File: src/rtl/assert_macros.svh
// Assertion macros for the buffer manager RTL.
// No dependencies; included inside module bodies.
`ifndef ASSERT_MACROS_SVH
`define ASSERT_MACROS_SVH

// same-cycle implication
`define LCBM_ASSERT_IMP(lbl, clk, rstn, ante, cons) \
  lbl: assert property (@(posedge clk) disable iff (!rstn) (ante) |-> (cons)) \
    else $error("implication check failed");

// next-cycle implication
`define LCBM_ASSERT_NXT(lbl, clk, rstn, ante, cons) \
  lbl: assert property (@(posedge clk) disable iff (!rstn) (ante) |=> (cons)) \
    else $error("next-cycle check failed");

`endif

File: src/rtl/lcbm_pkg.sv
// Shared types and constants for the linked chunk buffer manager.
// No dependencies.
package lcbm_pkg;

  localparam int NODE_COUNT  = 256;
  localparam int CHUNK_COUNT = 1024;
  localparam int NODE_W      = $clog2(NODE_COUNT);
  localparam int CHUNK_W     = $clog2(CHUNK_COUNT);
  localparam int LINK_W      = CHUNK_W + 1;
  localparam int NCNT_W      = NODE_W + 1;
  localparam int CCNT_W      = CHUNK_W + 1;
  localparam int BYTES_W     = 22;
  localparam int CSIZE_W     = 13;
  localparam int PROD_W      = CCNT_W + CSIZE_W;
  localparam int DCNT_W      = $clog2(BYTES_W);

  localparam logic [LINK_W-1:0]  LINK_NIL    = '1;
  localparam logic [CSIZE_W-1:0] CHUNK_RESET = 13'd64;
  localparam logic [CSIZE_W-1:0] CHUNK_MAX   = 13'd4096;

  localparam logic STATUS_DONE    = 1'b0;
  localparam logic STATUS_REFUSED = 1'b1;

  typedef enum logic [1:0] {
    OP_ALLOC   = 2'd0,
    OP_RELEASE = 2'd1,
    OP_LOCATE  = 2'd2,
    OP_CLEAR   = 2'd3
  } op_t;

  typedef enum logic [1:0] {
    DIV_REQ = 2'd0,
    DIV_OFF = 2'd1,
    DIV_LEN = 2'd2
  } div_sel_t;

  typedef enum logic [4:0] {
    ST_INIT,
    ST_IDLE,
    ST_CLEAR,
    ST_C_END,
    ST_A_GO,
    ST_A_DIV,
    ST_A_CHECK,
    ST_A_WALK,
    ST_A_STEP,
    ST_A_END,
    ST_FAIL,
    ST_R_READ,
    ST_R_FIRST,
    ST_R_WALK,
    ST_R_STEP,
    ST_R_END,
    ST_L_GO1,
    ST_L_DIV1,
    ST_L_GO2,
    ST_L_DIV2,
    ST_L_START,
    ST_L_WALK,
    ST_L_STEP,
    ST_L_END
  } ctrl_state_t;

  typedef struct packed {
    logic     capture;
    logic     sweep_step;
    logic     init_done;
    logic     div_go;
    div_sel_t div_sel;
    logic     save_ord;
    logic     alloc_start;
    logic     rel_start;
    logic     rel_none;
    logic     loc_start;
    logic     walk_step;
    logic     commit;
    logic     refuse;
  } cmd_t;

  typedef struct packed {
    logic sweep_last;
    logic div_busy;
    logic div_done;
    logic alloc_ok;
    logic alloc_end;
    logic loc_end;
    logic link_ok;
    logic first_ok;
    logic rel_more;
    logic out_free;
  } sts_t;

  function automatic logic chunk_ok(input logic [LINK_W-1:0] link);
    chunk_ok = link < LINK_W'(CHUNK_COUNT);
  endfunction

endpackage

File: src/rtl/lcbm_ctrl.sv
// Controller state machine sequencing each request through the datapath.
// Depends on lcbm_pkg and assert_macros.svh.
module lcbm_ctrl (
  input  logic            clk,
  input  logic            rst_n,
  input  logic            in_valid,
  input  logic [1:0]      in_operation,
  output logic            in_stall,
  input  lcbm_pkg::sts_t  sts,
  output lcbm_pkg::cmd_t  cmd
);
  import lcbm_pkg::*;
  `include "assert_macros.svh"

  ctrl_state_t state_r;
  ctrl_state_t state_nxt;

  always_ff @(posedge clk) begin
    if (!rst_n) begin
      state_r <= ST_INIT;
    end else begin
      state_r <= state_nxt;
    end
  end

  always_comb begin
    state_nxt = state_r;
    case (state_r)
      ST_INIT:    if (sts.sweep_last) state_nxt = ST_IDLE;
      ST_IDLE: begin
        if (in_valid) begin
          case (op_t'(in_operation))
            OP_ALLOC:   state_nxt = ST_A_GO;
            OP_RELEASE: state_nxt = ST_R_READ;
            OP_LOCATE:  state_nxt = ST_L_GO1;
            OP_CLEAR:   state_nxt = ST_CLEAR;
            default:    state_nxt = ST_IDLE;
          endcase
        end
      end
      ST_CLEAR:   if (sts.sweep_last) state_nxt = ST_C_END;
      ST_C_END:   if (sts.out_free) state_nxt = ST_IDLE;
      ST_A_GO:    state_nxt = ST_A_DIV;
      ST_A_DIV:   if (sts.div_done) state_nxt = ST_A_CHECK;
      ST_A_CHECK: state_nxt = sts.alloc_ok ? ST_A_WALK : ST_FAIL;
      ST_A_WALK:  state_nxt = sts.alloc_end ? ST_A_END : ST_A_STEP;
      ST_A_STEP:  state_nxt = sts.link_ok ? ST_A_WALK : ST_FAIL;
      ST_A_END:   if (sts.out_free) state_nxt = ST_IDLE;
      ST_FAIL:    if (sts.out_free) state_nxt = ST_IDLE;
      ST_R_READ:  state_nxt = ST_R_FIRST;
      ST_R_FIRST: state_nxt = sts.first_ok ? ST_R_WALK : ST_R_END;
      ST_R_WALK:  state_nxt = ST_R_STEP;
      ST_R_STEP:  state_nxt = sts.rel_more ? ST_R_WALK : ST_R_END;
      ST_R_END:   if (sts.out_free) state_nxt = ST_IDLE;
      ST_L_GO1:   state_nxt = ST_L_DIV1;
      ST_L_DIV1:  if (sts.div_done) state_nxt = ST_L_GO2;
      ST_L_GO2:   state_nxt = ST_L_DIV2;
      ST_L_DIV2:  if (sts.div_done) state_nxt = ST_L_START;
      ST_L_START: state_nxt = ST_L_WALK;
      ST_L_WALK:  state_nxt = sts.loc_end ? ST_L_END : ST_L_STEP;
      ST_L_STEP:  state_nxt = ST_L_WALK;
      ST_L_END:   if (sts.out_free) state_nxt = ST_IDLE;
      default:    state_nxt = ST_INIT;
    endcase
  end

  always_comb begin
    cmd         = '0;
    cmd.div_sel = DIV_REQ;
    in_stall    = 1'b1;
    case (state_r)
      ST_INIT: begin
        cmd.sweep_step = 1'b1;
        cmd.init_done  = sts.sweep_last;
      end
      ST_IDLE: begin
        in_stall    = 1'b0;
        cmd.capture = in_valid;
      end
      ST_CLEAR:   cmd.sweep_step = 1'b1;
      ST_C_END:   cmd.commit = sts.out_free;
      ST_A_GO:    cmd.div_go = 1'b1;
      ST_A_CHECK: cmd.alloc_start = sts.alloc_ok;
      ST_A_STEP:  cmd.walk_step = sts.link_ok;
      ST_A_END:   cmd.commit = sts.out_free;
      ST_FAIL:    cmd.refuse = sts.out_free;
      ST_R_FIRST: begin
        cmd.rel_start = sts.first_ok;
        cmd.rel_none  = !sts.first_ok;
      end
      ST_R_STEP:  cmd.walk_step = sts.rel_more;
      ST_R_END:   cmd.commit = sts.out_free;
      ST_L_GO1: begin
        cmd.div_go  = 1'b1;
        cmd.div_sel = DIV_OFF;
      end
      ST_L_DIV1:  cmd.save_ord = sts.div_done;
      ST_L_GO2: begin
        cmd.div_go  = 1'b1;
        cmd.div_sel = DIV_LEN;
      end
      ST_L_START: cmd.loc_start = 1'b1;
      ST_L_STEP:  cmd.walk_step = 1'b1;
      ST_L_END:   cmd.commit = sts.out_free;
      default:    cmd.div_sel = DIV_REQ;
    endcase
  end

  `LCBM_ASSERT_IMP(a_result_slot_free, clk, rst_n, cmd.commit || cmd.refuse, sts.out_free)
  `LCBM_ASSERT_IMP(a_div_not_busy, clk, rst_n, cmd.div_go, !sts.div_busy)
  `LCBM_ASSERT_NXT(a_stall_after_capture, clk, rst_n, cmd.capture, in_stall)

endmodule

File: config.mk
export PLATFORM = sky130hd
export DESIGN_NAME = lcbm_ctrl
export DESIGN_NICKNAME = d
export VERILOG_FILES = /design/src/rtl/lcbm_pkg.sv /design/src/rtl/lcbm_ctrl.sv
export VERILOG_INCLUDE_DIRS = /design/src /design/src/rtl
export SDC_FILE = /design/constraint.sdc
export NUM_CORES = 1
export LEC_CHECK = 0
export BUFFER_PORTS_ARGS = -buffer_cell sky130_fd_sc_hd__buf_2
export CAP_MARGIN = 20
export CELL_PAD_IN_SITES_DETAIL_PLACEMENT = 1
export CELL_PAD_IN_SITES_GLOBAL_PLACEMENT = 2
export CORE_UTILIZATION = 26
export CTS_CLUSTER_SIZE = 30
export DETAILED_ROUTE_END_ITERATION = 10
export PLACE_DENSITY = 0.83
export SYNTH_ARGS = -nofsm -noshare
export SYNTH_HDL_FRONTEND = slang
export SYNTH_SLANG_ARGS = --single-unit
File: constraint.sdc
create_clock -name clk -period 1.9 [get_ports clk]
set_clock_uncertainty 0.05 [all_clocks]
set_input_delay 0 -clock clk [delete_from_list [all_inputs] [get_ports clk]]
set_output_delay 0 -clock clk [all_outputs]
set_load 0.02 [all_outputs]
==> impl_metrics.env <==
export IMPL_grt_pass1_wl_um=5290
export IMPL_grt_overflow=0
export IMPL_io_pins=30
export IMPL_top_regs="state_r x5"
export IMPL_syn_inst=123
export IMPL_syn_nets=138
export IMPL_period_needed_ps=1780
export IMPL_hp_class="in -> reg"
export IMPL_worstPathBufferInverterCount=1
export IMPL_p_int_mw=0.776
export IMPL_die_w_um=59.6
export IMPL_crit_end="state_r[2]"
export IMPL_initial_core_util_pct=27.8
export IMPL_routedWlPerCell_um=15.2
export IMPL_required_ps=2000
export IMPL_num_rows=20
export IMPL_rsz0062_at_grt="no"
export IMPL_cts_root_buf="clkbuf_4"
export IMPL_r2r_end="state_r[2]"
export IMPL_cts_buffers=3
export IMPL_rr_worst_depth=6
export IMPL_die_area_sq_mm=0.00356
export IMPL_n_antenna_cell=0
export IMPL_grt_usage_pct=20.0
export IMPL_r2r_start="state_r[2]"
export IMPL_synth_area_sq_um=863
export IMPL_cp_max_fo=12
export IMPL_yosys_warnings=0
export IMPL_drtIter0Drc=45
export IMPL_clk_latency_ps=260
export IMPL_power_frac_seq_pct=15.8
export IMPL_period_share_pct=93.9
export IMPL_largest_reg_flops=5
export IMPL_synth_top_area_share_pct=11.6
export IMPL_arrival_ps=1880
export IMPL_postRouteAntennaNets=0
export IMPL_drc=0
export IMPL_drive_above_1_share_pct=41.1
export IMPL_fillers=432
export IMPL_setup_worst_path_class="reg -> reg"
export IMPL_worstSetupPathDepth=6
export IMPL_cp_startpoint="state_r[2]"
export IMPL_clock_path_buffers=2
export IMPL_cts_setup_buffers=0
export IMPL_ys_async_sr_fraction_pct=0
export IMPL_endpoint_kind="register"
export IMPL_timing_slew_headroom_pct=73.2
export IMPL_p_per_area_mw_per_mm2=1320
export IMPL_synth_edff_count=0
export IMPL_fmax_mhz=560
export IMPL_via_per_inst=5.25
export IMPL_wl_um=3140
export IMPL_yosys_area_top_type="dfxtp_1"
export IMPL_ir_worst_vdd_v=0.000356
export IMPL_avgSynthCellArea_sq_um=7.02
export IMPL_cts_tree="done"
export IMPL_slew_violations=0
export IMPL_die_h_um=59.6
export IMPL_place_congestion=0.904
export IMPL_grt_antenna_before_repair=0
export IMPL_crit_family="simple AND/OR/NAND/NOR gates"
export IMPL_fin_nets=179
export IMPL_synth_area_leaders="dfxtp_1 (12%), nand2_1 (5.7%), a21oi_1 (5.2%), nor3_1 (5.2%), nor2_1 (3.9%)"
export IMPL_ys_ff_latch=5
export IMPL_finalHoldViolCount=0
export IMPL_cp_start_kind="register"
export IMPL_r2r_slack_ps=120
export IMPL_path_clk_slew_ps=50
export IMPL_p_leak_nw=0.527
export IMPL_cts_sinks=5
export IMPL_areaGrowthSynthToFinish_pct=37.5
export IMPL_finalSetupViolCount=0
export IMPL_ys_seq_area_share_pct=11.6
export IMPL_dpl_hpwl_um=2460
export IMPL_port_buffer_count=28
export IMPL_power_frac_clock_pct=8.4
export IMPL_htree_levels=1
export IMPL_path_cells="or3_4, nor2_2, inv_1, nor2_1, a32oi_1, a311oi_1"
export IMPL_fin_tns_setup_ps=0
export IMPL_crit_slowest_cell="dfxtp_4"
export IMPL_regMostFlops="state_r"
export IMPL_tightest_slew_ps=390
export IMPL_netSwitchingFraction_pct=50.5
export IMPL_fin_total_pwr_mw=1.57
export IMPL_comb_power_share_pct=75.8
export IMPL_switchingPower_mw=0.792
export IMPL_synth_ff_type="dfxtp_1"
export IMPL_max_cap_violations=0
export IMPL_grt_max_degree=17
export IMPL_synth_cell_types=47
export IMPL_crit_path_max_incr_delay_ps=400
export IMPL_grt_pass1_vias=1120
export IMPL_worstHoldPathCells=3
export IMPL_run_status="finished clean"
export IMPL_vias=1087
export IMPL_first_pass_iters=4
export IMPL_coreArea_sq_mm=0.00310
cell type report:
class	instances	area, sq um	share of cell area [%]
Tap cell	44	55.1	4.64
Sequential cell	5	108	9.06
Multi-Input combinational cell	100	674	56.8
Inverter	7	26.3	2.21
Timing Repair Buffer	47	298	25.1
Clock buffer	4	26.3	2.21
layout by cell type, fill, tap and decap left out, types with 2 or more instances in the layout:
cell      count
nor4_1        2
buf_4        17
a221o_1       2
o211ai_1      2
o21ai_0       5
nor3_1        9
dfxtp_2       3
nor3b_1       2
buf_2        28
nor4b_2       2
o21bai_1      2
o21a_1        2
and2_1        3
a22oi_1       2
inv_1         6
nor2b_1       5
and3_1        4
nor2_1        9
nand2_1      13
a311oi_1      2
a21oi_1       9
clkbuf_4      3
worst reg2reg max path: cells and delay by family (launching register included):
kind | cells | cell delay, ps
simple gates | 3 | 760
buf+inv | 1 | 90
flops | 1 | 400
compound gates | 2 | 380
worst min path at each step:
stage                          startpoint    endpoint
after floorplan                    sts[2]      cmd[4]
after global placement              rst_n  state_r[1]
after detailed placement            rst_n  state_r[1]
after CTS                 in_operation[1]  state_r[4]
after global routing      in_operation[1]  state_r[4]
final                     in_operation[1]  state_r[4]
stage by stage:
step	cell area, sq um	hold slack, ps	util [%]	worst slack, ps	std cells
3_3_place_gp	1140	207	36.8	13.4	202
4_1_cts	1180	129	38.0	20.2	207
2_1_floorplan	870	38.7	-	160	123
5_1_grt	1190	147	38.3	14.2	207
3_5_place_dp	1140	214	36.8	-53.6	202
6_report	1190	124	38.3	116	207
cells by family (layout without fill, tap and decap cells):
family,after synthesis,in the layout,synth area share (%)
muxes,1,1,1.16
AOI/OAI and AO/OA,40,40,36.7
buffers and inverters,18,58,11.3
DFF,5,5,11.6
and+or+nand+nor,59,59,39.3
metal layers:
metal / vias up / GRT usage, % / wire length (um)
met1: 508 / 25.4 / 1450
li1: 536 / - / -
met2: 38 / 35.0 / 1530
met5: - / 0 / 0
met4: 0 / 7.64 / 50
met3: 5 / 1.75 / 119
synth_stat cells (3+ instances only):
master,count
dfxtp_1,5
o21ai_0,5
and2_1,3
nor2_1,9
buf_2,6
inv_1,6
nand2_1,13
a21oi_1,9
and3_1,4
buf_6,3
nor4_1,3
nor2b_1,5
nor3_1,9
power groups by stage:
stage,Combinational [mW],Clock [mW],Sequential (mW)
2_1_floorplan,0.850,0,0.175
5_1_grt,1.30,0.136,0.257
3_3_place_gp,1.15,0,0.234
6_report,1.19,0.132,0.247
4_1_cts,1.19,0.135,0.241
3_5_place_dp,1.18,0,0.238
timing repair:
action	CTS	global route
hold buffers	1	0
gates resized for setup	2	4
endpoints found under the setup margin	4	5
endpoints found under the hold margin	1	0
pin swaps	0	1
Note: power is estimated with default switching activity, not from simulation.
